===== config.mk =====
export PLATFORM = sky130hd
export DESIGN_NAME = touch_chord_tracker
export DESIGN_NICKNAME = d
export VERILOG_FILES = /design/src/hdl/tct_pkg.sv /design/src/hdl/tct_ctrl.sv /design/src/hdl/tct_dp.sv /design/src/hdl/touch_chord_tracker.sv
export SDC_FILE = /design/constraint.sdc
export NUM_CORES = 1
export LEC_CHECK = 0
export ABC_AREA = 0
export BUFFER_PORTS_ARGS = -buffer_cell sky130_fd_sc_hd__buf_4
export CORE_MARGIN = 2
export CORE_UTILIZATION = 60
export CTS_CLUSTER_DIAMETER = 50
export DETAILED_ROUTE_END_ITERATION = 7
export GPL_ROUTABILITY_DRIVEN = 1
export GPL_TIMING_DRIVEN = 0
export PLACE_DENSITY = 0.78
export SYNTH_ARGS = -nofsm -noshare
export SYNTH_HDL_FRONTEND = slang
export SYNTH_SLANG_ARGS = --single-unit

===== constraint.sdc =====
create_clock -name clk -period 6.7 [get_ports clk]
set_input_delay 0 -clock clk [delete_from_list [all_inputs] [get_ports clk]]
set_output_delay 0 -clock clk [all_outputs]
set_load 0.01 [all_outputs]

===== src/hdl/tct_pkg.sv =====
// Package for the touch chord tracker: item structs, operation and status codes,
// and the command and status groups between controller and datapath.
// No dependencies.
package tct_pkg;

  localparam int SLOTS_DEF = 16;
  localparam int TID_W     = 32;
  localparam int MASK_W    = 6;

  // Operation codes of an input item.
  localparam logic [1:0] OP_BEGIN  = 2'd0;
  localparam logic [1:0] OP_END    = 2'd1;
  localparam logic [1:0] OP_UPDATE = 2'd2;

  // Status codes of a result item.
  localparam logic [1:0] ST_OK    = 2'd0;
  localparam logic [1:0] ST_FULL  = 2'd1;
  localparam logic [1:0] ST_BADID = 2'd2;
  localparam logic [1:0] ST_HALT  = 2'd3;

  typedef struct packed {
    logic [1:0]        operation;
    logic [TID_W-1:0]  touch_id;
    logic              hit;
    logic [MASK_W-1:0] button_mask;
  } in_item_t;

  typedef struct packed {
    logic [1:0]        status;
    logic              chord_valid;
    logic [MASK_W-1:0] chord_bits;
    logic [MASK_W-1:0] pressed_bits;
    logic              shutdown_flag;
  } out_item_t;

  // Commands from the controller to the datapath.
  typedef struct packed {
    logic load;
    logic match;
    logic pick;
    logic commit;
  } tct_cmd_t;

  // Status from the datapath to the controller.
  typedef struct packed {
    logic out_free;
  } tct_sts_t;

endpackage


===== src/hdl/tct_ctrl.sv =====
// Controller of the touch chord tracker: sequences one item through the
// match, pick, read and commit steps of the datapath. Depends on tct_pkg.
module tct_ctrl
  import tct_pkg::*;
(
  input  logic     clk,
  input  logic     rst_n,
  input  logic     in_valid,
  output logic     in_stall,
  input  tct_sts_t sts,
  output tct_cmd_t cmd
);

  typedef enum logic [4:0] {
    S_IDLE  = 5'b00001,
    S_MATCH = 5'b00010,
    S_PICK  = 5'b00100,
    S_READ  = 5'b01000,
    S_DONE  = 5'b10000
  } state_t;

  state_t state_r, state_nxt;

  always_comb begin
    state_nxt = state_r;
    case (state_r)
      S_IDLE: begin
        if (in_valid) state_nxt = S_MATCH;
      end
      S_MATCH: state_nxt = S_PICK;
      S_PICK:  state_nxt = S_READ;
      S_READ:  state_nxt = S_DONE;
      S_DONE: begin
        // Hold the finished item until the output register can take it.
        if (sts.out_free) state_nxt = S_IDLE;
      end
      default: state_nxt = S_IDLE;
    endcase
  end

  always_ff @(posedge clk) begin
    if (!rst_n) begin
      state_r <= S_IDLE;
    end else begin
      state_r <= state_nxt;
    end
  end

  assign in_stall   = (state_r != S_IDLE);
  assign cmd.load   = (state_r == S_IDLE) && in_valid;
  assign cmd.match  = (state_r == S_MATCH);
  assign cmd.pick   = (state_r == S_PICK);
  assign cmd.commit = (state_r == S_DONE) && sts.out_free;

endmodule


===== src/hdl/tct_dp.sv =====
// Datapath of the touch chord tracker: slot id registers with parallel compare,
// hit and mask memory, held-touch counters and the output register.
// Depends on tct_pkg.
module tct_dp
  import tct_pkg::*;
#(
  parameter int SLOTS = SLOTS_DEF
) (
  input  logic      clk,
  input  logic      rst_n,
  input  tct_cmd_t  cmd,
  output tct_sts_t  sts,
  input  in_item_t  in_data,
  output logic      out_valid,
  input  logic      out_stall,
  output out_item_t out_data
);

  localparam int IW = $clog2(SLOTS);
  localparam int CW = $clog2(SLOTS + 1);

  in_item_t          item_r;
  logic [TID_W-1:0]  id_r [SLOTS];
  logic [SLOTS-1:0]  valid_r, valid_nxt;
  logic [SLOTS-1:0]  match_r, free_r;
  logic [IW-1:0]     idx_r, idx_nxt;
  logic              found_r;
  logic [MASK_W:0]   slot_mem_r [SLOTS];
  logic [MASK_W:0]   rd_r;
  logic [CW-1:0]     bit_cnt_r [MASK_W];
  logic [CW-1:0]     bit_cnt_nxt [MASK_W];
  logic [CW-1:0]     miss_cnt_r, miss_cnt_nxt;
  logic              armed_r, armed_nxt;
  logic              halted_r, halted_nxt;
  logic              out_valid_r;
  out_item_t         out_r;

  logic [SLOTS-1:0]  sel_vec, low_vec;
  logic [1:0]        status;
  logic              chord_valid;
  logic [MASK_W-1:0] chord_bits, pressed_cur, pressed_nxt;
  logic              begin_ok, end_ok, rd_hit;
  logic [MASK_W-1:0] rd_mask, new_mask;

  // Lowest set bit of the candidate vector gives the slot.
  always_comb begin
    sel_vec = (item_r.operation == OP_END) ? match_r : free_r;
    low_vec = sel_vec & (~sel_vec + {{(SLOTS-1){1'b0}}, 1'b1});
    idx_nxt = '0;
    for (int i = 0; i < SLOTS; i++) begin
      if (low_vec[i]) idx_nxt = idx_nxt | IW'(i);
    end
  end

  assign rd_hit   = rd_r[MASK_W];
  assign rd_mask  = rd_r[MASK_W-1:0];
  assign new_mask = item_r.hit ? item_r.button_mask : '0;

  always_comb begin
    status      = ST_OK;
    chord_valid = 1'b0;
    chord_bits  = '0;
    begin_ok    = 1'b0;
    end_ok      = 1'b0;
    halted_nxt  = halted_r;
    armed_nxt   = armed_r;
    valid_nxt   = valid_r;
    for (int b = 0; b < MASK_W; b++) begin
      pressed_cur[b] = (bit_cnt_r[b] != '0);
    end
    if (halted_r) begin
      status = ST_HALT;
    end else if (item_r.operation == OP_BEGIN) begin
      if (item_r.touch_id == '0) begin
        status = ST_BADID;
      end else if (!found_r) begin
        status = ST_FULL;
      end else begin
        begin_ok = cmd.commit;
      end
    end else if (item_r.operation == OP_END) begin
      if (item_r.touch_id == '0 || !found_r) begin
        status = ST_BADID;
      end else if (miss_cnt_r >= CW'(2)) begin
        // Two missed touches held: latch shutdown and keep the slot.
        halted_nxt = cmd.commit ? 1'b1 : halted_r;
      end else begin
        end_ok = cmd.commit;
        if (armed_r) begin
          chord_valid = 1'b1;
          chord_bits  = pressed_cur;
        end
      end
    end

    if (begin_ok) begin
      valid_nxt[idx_r] = 1'b1;
      if (item_r.hit) armed_nxt = 1'b1;
    end
    if (end_ok) begin
      valid_nxt[idx_r] = 1'b0;
      armed_nxt        = 1'b0;
    end

    miss_cnt_nxt = miss_cnt_r + CW'(begin_ok && !item_r.hit) - CW'(end_ok && !rd_hit);
    for (int b = 0; b < MASK_W; b++) begin
      bit_cnt_nxt[b] = bit_cnt_r[b] + CW'(begin_ok && new_mask[b])
                       - CW'(end_ok && rd_mask[b]);
      pressed_nxt[b] = (bit_cnt_nxt[b] != '0);
    end
  end

  always_ff @(posedge clk) begin
    if (cmd.load) item_r <= in_data;
    if (cmd.match) begin
      for (int i = 0; i < SLOTS; i++) begin
        match_r[i] <= valid_r[i] && (id_r[i] == item_r.touch_id);
      end
      free_r <= ~valid_r;
    end
    if (cmd.pick) begin
      idx_r   <= idx_nxt;
      found_r <= |sel_vec;
    end
    rd_r <= slot_mem_r[idx_r];
    if (begin_ok) begin
      slot_mem_r[idx_r] <= {item_r.hit, new_mask};
    end
    for (int i = 0; i < SLOTS; i++) begin
      if (begin_ok && idx_r == IW'(i)) id_r[i] <= item_r.touch_id;
    end
    if (cmd.commit) begin
      out_r.status        <= status;
      out_r.chord_valid   <= chord_valid;
      out_r.chord_bits    <= chord_bits;
      out_r.pressed_bits  <= pressed_nxt;
      out_r.shutdown_flag <= halted_nxt;
    end
  end

  always_ff @(posedge clk) begin
    if (!rst_n) begin
      valid_r     <= '0;
      miss_cnt_r  <= '0;
      armed_r     <= 1'b0;
      halted_r    <= 1'b0;
      out_valid_r <= 1'b0;
      for (int b = 0; b < MASK_W; b++) begin
        bit_cnt_r[b] <= '0;
      end
    end else begin
      valid_r    <= valid_nxt;
      miss_cnt_r <= miss_cnt_nxt;
      armed_r    <= armed_nxt;
      halted_r   <= halted_nxt;
      for (int b = 0; b < MASK_W; b++) begin
        bit_cnt_r[b] <= bit_cnt_nxt[b];
      end
      if (cmd.commit) begin
        out_valid_r <= 1'b1;
      end else if (out_valid_r && !out_stall) begin
        out_valid_r <= 1'b0;
      end
    end
  end

  assign sts.out_free = !out_valid_r || !out_stall;
  assign out_valid    = out_valid_r;
  assign out_data     = out_r;

`ifndef SYNTH
  a_halt_sticky: assert property (@(posedge clk) disable iff (!rst_n)
    halted_r |=> halted_r)
    else $error("shutdown flag cleared without reset");

  a_halt_keeps_slots: assert property (@(posedge clk) disable iff (!rst_n)
    $rose(halted_r) |-> $stable(valid_r))
    else $error("slot occupancy changed when shutdown latched");

  a_commit_free: assert property (@(posedge clk) disable iff (!rst_n)
    cmd.commit |-> (!out_valid_r || !out_stall))
    else $error("result committed over an untaken result");

  a_no_chord_zero: assert property (@(posedge clk) disable iff (!rst_n)
    (out_valid_r && !out_r.chord_valid) |-> (out_r.chord_bits == '0))
    else $error("chord bits set without a chord");
`endif

endmodule


===== src/hdl/touch_chord_tracker.sv =====
// Touch chord tracker, top level.
// Each transferred item passes the match, pick, memory read and commit steps in turn.
// A new item is taken only after the last one is committed, and the commit waits
// while the output register is still held by a stalled result.
// Reset: synchronous and active low; all slots free, chord disarmed, no shutdown.
module touch_chord_tracker
  import tct_pkg::*;
#(
  parameter int SLOTS = SLOTS_DEF
) (
  input  logic      clk,
  input  logic      rst_n,
  input  logic      in_valid,
  output logic      in_stall,
  input  in_item_t  in_data,
  output logic      out_valid,
  input  logic      out_stall,
  output out_item_t out_data
);

  // The controller steps each item through four stages. The datapath holds
  // the slot ids in registers so that all slots are compared in parallel, and
  // keeps each slot's hit flag and mask in a small memory read at the chosen
  // slot. Pressed bits and the count of missed touches are kept as running
  // counters, so no sweep over the slots is needed at release.
  // The output register lets a finished result wait while the next transfer
  // is already being taken in.
  tct_cmd_t cmd;
  tct_sts_t sts;

  tct_ctrl u_ctrl (
    .clk      (clk),
    .rst_n    (rst_n),
    .in_valid (in_valid),
    .in_stall (in_stall),
    .sts      (sts),
    .cmd      (cmd)
  );

  tct_dp #(
    .SLOTS (SLOTS)
  ) u_dp (
    .clk       (clk),
    .rst_n     (rst_n),
    .cmd       (cmd),
    .sts       (sts),
    .in_data   (in_data),
    .out_valid (out_valid),
    .out_stall (out_stall),
    .out_data  (out_data)
  );

endmodule


* Word level (Yosys, flattened, before mapping) *
Memory sizes are Yosys's and may differ from the RTL's. A register that Yosys moved wholly into a read port is not among the register bits.
Cells that the tools add are included.

word-level totals
  memory bits (writable) = 654
  memories = 3
  word-level logic and storage cells = 325
  input port bits = 45
  output and inout port bits = 18
  register bits = 123

memories
  memory           words  bits a word  rd ports  clocked after Yosys merged registers in  write ports  RTL line      source
  u_dp.id_r        16     32           16        0                                        1            tct_dp.sv:23  logic [TID_W-1:0] id_r [SLOTS];
  u_dp.slot_mem_r  16     7            1         1                                        1            tct_dp.sv:28  logic [MASK_W:0] slot_mem_r [SLOTS];
  u_dp.bit_cnt_r   6      5            6         0                                        6            tct_dp.sv:30  logic [CW-1:0] bit_cnt_r [MASK_W];

cells by class
  reduce and logical (&&, ||, !) cells = 97
  bitwise operators = 15
  add/subtract/negate cells = 15
  mux-type cells = 130
  magnitude comparators = 3
  equality and inequality tests = 40

operators with widths
  cell                   number
  $eq 32x32->1           16
  $mux 32                15
  $reduce_or 32->1       15
  $mux 1                 74
  $mux 4                 15
  $reduce_bool 5->1      12
  $logic_and 1x1->1      50
  $mux 16                3
  $not 16->16            3
  $mux 5                 8
  $add 5x1->5            7
  $sub 5x1->5            7
  $and 16x16->16         2
  $eq 4x4->1 const B     8
  $logic_not 32->1       1
  $pmux 5 s5             1
  $add 16x1->16 const B  1
  $eq 4x3->1 const B     4
  $mux 2                 8
  $or 16x16->16          1
  $reduce_or 16->1       1
  $mux 3                 4
  $eq 4x2->1 const B     2
  $reduce_or 8->1        1
  27 further kinds       41

* Logic depth before layout (Yosys ltp) *
  word-level depth = 26
  gate-level depth with buffers = 17
  gate-level depth less buffers = 16

* Hierarchy *
From an unflattened synthesis, not the netlist that was laid out.

second synthesis, totals
  cells, all modules = 2,061
  area, all modules = 32,839.0 sq um

modules (own cells, without submodules)
  module    area an instance (sq um)  cells each  seq. area each (sq um)  instances
  tct_dp    32,522.4                  2,026       22,781.8                1
  tct_ctrl  316.6                     35          100.1                   1

* Worst setup path before layout *
Ideal clock, no wire load.

  path kind = register -> register
  start = register u_dp.item_r[20] in the netlist's numbering
  end = register u_dp.valid_r[1]
  arrival = 4.943 ns
  buffers on the path = 3
  setup time = 0.070 ns
  path slack = 1.687 ns
  data required time = 6.630 ns
  clock period less this slack = 5.013 ns
  cell stages (with the launch flop) = 9
  path through = edfxtp_1 > buf_4 > nor4_1 > and4_1 > buf_6 > a2111o_1 > buf_6 > nor3_1 > o221a_2

between the ends
  word-level cells in the longest chain between the ends = 7
  elaborated cells between the ends (all ways) = 12
  those cells by class = 9 x mux; 1 x bitwise; 2 x reduce/logical

ends and longest elaborated chain
  element                                                           RTL line                    source
  start, declared                                                   tct_dp.sv:22                in_item_t item_r;
  start signal, assigned                                            tct_dp.sv:114               if (cmd.load) item_r <= in_data;
  $logic_not 32->1 *                                                tct_dp.sv:74, tct_dp.sv:82
  $mux 1 / $logic_or 1x1->1 (equally long branches)                 tct_dp.sv:74, tct_dp.sv:82
  $mux 1 (on tied branches)                                         tct_dp.sv:73, tct_dp.sv:82
  $mux 1 (on tied branches)                                         tct_dp.sv:71, tct_dp.sv:81
  $mux 16 / $mux 1 (equally long branches)                          tct_dp.sv:96, tct_dp.sv:73
  $and 16x16->16 (no source line) / $mux 1 (equally long branches)  --
  $mux 16 *                                                         tct_dp.sv:100               if (end_ok) begin
  end signal, assigned                                              tct_dp.sv:152               valid_r <= valid_nxt;
  end, declared                                                     tct_dp.sv:24                logic [SLOTS-1:0] valid_r, valid_nxt;

Every way passes the cells marked *; elsewhere a longest branch is shown, timed or not.
A chain may end at the register's enable or synchronous reset.

* Worst setup path in the final report *
  start = register u_dp.item_r[24] in the netlist's numbering
  end = register u_dp.match_r[10] (data pin)

between the ends
  word-level cells in the longest chain between the ends = 2

ends and longest elaborated chain
  element                        RTL line       source
  $eq 32x32->1                   tct_dp.sv:117  match_r[i] <= valid_r[i] && (id_r[i] == item_r.touch_id);
  $logic_and 1x1->1              tct_dp.sv:117
  end signal, assigned by index  tct_dp.sv:117
  end, declared                  tct_dp.sv:25   logic [SLOTS-1:0] match_r, free_r;

Every way passes these cells.

==> results.md <==
- Clk root buf: clkbuf_16
- Reg2reg setup slack: 1.36 ns
- First-pass GRT wire length: 129,000 um
- Antenna Nets Post-Route: 0
- Critical Path End: u_dp.match_r[10]$_DFFE_PP_
- Max Freq: 0.187 GHz
- DR pass1 iterations: 6
- Main flop type after synthesis: edfxtp_1
- Register bit count reported by yosys: 784
- Post-synthesis sequential area ratio: 69.7%
- Startpoint Class: register
- Layout fillers: 3,275
- # H-tree levels: 3
- Dpl hpwl: 56,600 um
- CORE AREA: 0.0540 mm^2
- CP Launch Point: u_dp.item_r[24]$_DFFE_PP_
- Critical path required time: 7.04 ns
- Async SR Flop Fraction: 0%
- Number of flops mapped to enable cells by yosys: 718
- CTS resizes: 0
- Netlist Area Pre-Place: 0.0328 mm^2
- Initial core utilization: 60.8%
- Initial antenna violation count: 2
- Die X: 238 um
- Syn_nets: 2,137
- Number of synthesis warnings: 0
- Detailed-route wire length per cell: 29.5 um
- GRT overflow: 0
- Slew headroom: 5.17%
- Final setup vio count: 0
- Hold_ws: 0.0660 ns
- Pleak: 12.4 nW
- Nets@finish: 2,374
- Hold WC Path Type: input port to register
- Share of cells above drive strength 1: 14.7%
- Clock buffer depth: 3
- Period minus WS final: 5.34 ns
- Number of library cell types mapped by synthesis: 63
- Cell Rows: 85
- Number of slew-limit violations in the final report: 0
- Area Overhead vs Synth: 16.4%
- Multi-input gate area: 0.00931 mm^2
- Crit Path Class: register to register
- Pwr/cell area: 290 mW/mm^2
- Cell breakdown of the critical path: buf_4, buf_1, xnor2_1, nand4_1, nor4_1, nand4_1, nor4_1
- Clock sinks: 784
- DRC: 0
- Unrepaired setup endpoints after global routing: no
- CTS tree: built
- DRT Wirelength: 89,700 um
- Avg Cell Area, Syn: 16.1 um^2
- Port Buf Inserts: 61
- GR Util All Layers: 32.4%
- Via density: 6.31
- FF-to-FF path depth: 7
- Crit Reg-Reg Endpoint: u_dp.match_r[10]$_DFFE_PP_
- Num CTS Buffers: 86
- Worst EP arrival: 5.69 ns
- Ports: 63
- Clock Pin Slew Worst Setup and Hold Paths: 0.06 ns
- Final hold viol count: 0
- Pin count of the biggest net entering global routing: 34
- Crit end category: register
- Vias in the first global route: 19,300
- RR Startpoint: u_dp.item_r[24]$_DFFE_PP_
- Worst-margin pin slew: 1.41 ns
- Die Span Y: 238 um
- Pwr Total: 11.1 mW
- Reg area: 0.0229 mm^2
- Max IR drop VDD: 0.000288 V
- Critical Path Fanout Max: 17
- Final worst slack: 1.36 ns
- DRT iter0 DRCs: 2,702
- Status: completed
- Slowest cell on crit path: edfxtp_1
- Via count: 19,200
- Clk_skew: 0.0435 ns
- CP peak stage delay: 1.10 ns
- Setup TNS: 0 ns
- Max_cap viols: 0
- Period Utilization, post-route: 79.7%
- Setup slack at placement: 1.64 ns
- Clk Latency, worst-skew pair: 0.66 ns
- Die area: 0.0566 mm^2
- GPL Wtd Cong: 0.871
- Mapped Cells: 2,040
cell usage in the layout (no fill, tap or decap), types with 8 or more instances in the layout:
cell	netlist	final
a21oi_1	22	22
and2_1	39	38
buf_1	34	34
buf_16	0	13
buf_2	20	20
buf_4	20	81
buf_6	3	21
buf_8	0	10
clkbuf_1	14	33
clkbuf_16	0	86
clkinv_1	0	10
clkinv_2	0	10
dfxtp_1	66	66
dlygate4sd3_1	0	46
edfxtp_1	718	718
ha_1	45	45
inv_1	75	75
mux2i_1	8	8
mux4_2	35	35
nand2_1	11	11
nand3_1	29	29
nand4_1	108	108
nor2_1	44	44
nor2b_1	19	19
nor3_4	3	9
nor4_1	60	59
o21ai_0	9	9
o221a_1	9	9
o221a_2	8	8
xnor2_1	439	439
xor2_1	99	99
Yosys cell counts (3+ instances only):
library cell,instances,share of area [%]
a21oi_1,22,0.34
o221a_2,8,0.27
xor2_1,99,2.6
buf_1,34,0.39
inv_1,75,0.86
o21bai_1,5,0.11
clkbuf_1,14,0.16
nand2_1,11,0.13
mux4_2,35,2.4
nor3_2,6,0.18
nand4_1,108,2.1
nor4b_1,3,0.080
nor3b_1,3,0.069
nor4_2,4,0.15
fa_1,7,0.43
o21ai_0,9,0.14
edfxtp_1,718,66
or3_1,3,0.057
nor4_1,60,1.1
nor2_1,44,0.50
nor3_1,10,0.15
a31oi_1,7,0.13
dfxtp_1,66,4.0
nor2b_1,19,0.36
nor4bb_1,5,0.15
and3_1,4,0.076
nand3_1,29,0.44
buf_4,20,0.46
xnor2_1,439,12
mux2i_1,8,0.24
nand2b_1,7,0.13
nand3b_1,3,0.069
ha_1,45,1.7
buf_2,20,0.30
and2_1,39,0.74
o221a_1,9,0.31
a21o_1,6,0.14
nor3_4,3,0.15
buf_6,3,0.10
area by class of cell:
type                    count  area share (%)
diodes                      1         0.00654
multi-input cells        1089            24.3
inverters                  75           0.736
clock inverters            47            1.31
repair buffers            149            4.31
well taps                 696            2.28
clock buffers             109            5.96
flip-flops and latches    784            59.8
plain buffers              92            1.23
flip-flops by register name, summed over array words and instances (netlist names):
register	count
u_dp.valid_r	16
u_dp.halted_r	1
u_dp.slot_mem_r	112
u_dp.armed_r	1
u_dp.miss_cnt_r	5
u_dp.bit_cnt_r	30
u_dp.match_r	16
u_dp.id_r	512
u_dp.out_data	16
u_dp.rd_r	7
u_dp.out_valid	1
u_ctrl.state_r	5
u_dp.found_r	1
u_dp.item_r	41
u_dp.idx_r	4
u_dp.free_r	16
power breakdown:
| group | internal (mW) | switching [mW] | total [mW] |
|---|---|---|---|
| logic | 0.309 | 0.494 | 0.803 |
| registers | 5.45 | 0.198 | 5.65 |
| clock network | 2.67 | 1.95 | 4.62 |
| total | 8.43 | 2.64 | 11.1 |
critical path: cells and delay by family (launching register included):
family / cells / cell delay (ns)
xor+xnor: 1 / 0.22
buf+inv: 2 / 1.40
flops: 1 / 1.10
simple gates: 4 / 2.30
routing by layer:
layer	vias to the layer above	global-route usage, %	wire [um]
met5	-	0	13
met4	2	15.4	4820
met3	287	5.99	10200
met2	1307	52.1	42500
met1	9591	43.3	32100
li1	8012	-	-
stage by stage:
stage               cells  cell area (um^2)  util (%)
floorplan            2040             32800         -
global placement     2797             34200      63.3
detailed placement   2839             35000      64.8
CTS                  3041             38200      70.8
global route         3041             38200      70.8
finish               3042             38200      70.8
logic make-up after synthesis:
| kind of cell | count (synthesis) | share of synthesized area [%] |
|---|---|---|
| AOI/OAI and AO/OA | 86 | 1.98 |
| muxes | 44 | 2.68 |
| DFF | 784 | 69.7 |
| xor gates and xnor gates | 538 | 14.3 |
| and+or+nand+nor | 369 | 6.92 |
| adders and majority gates | 52 | 2.14 |
| buffers and inverters | 167 | 2.29 |
how the worst min path moves through the flow:
stage,from,endpoint,depth (start not counted)
floorplan,in_data[0],u_dp.item_r[0]$_DFFE_PP_,0
global placement,in_data[3],u_dp.item_r[3]$_DFFE_PP_,1
detailed placement,in_data[3],u_dp.item_r[3]$_DFFE_PP_,1
CTS,in_data[21],u_dp.item_r[21]$_DFFE_PP_,2
global route,in_data[33],u_dp.item_r[33]$_DFFE_PP_,2
finish,in_data[31],u_dp.item_r[31]$_DFFE_PP_,2
timing repair:
action	4_1_cts	5_1_grt
hold buffers	46	0
setup buffers	0	0
endpoints found under the hold margin	80	0
(Power assumes the default switching activity.)
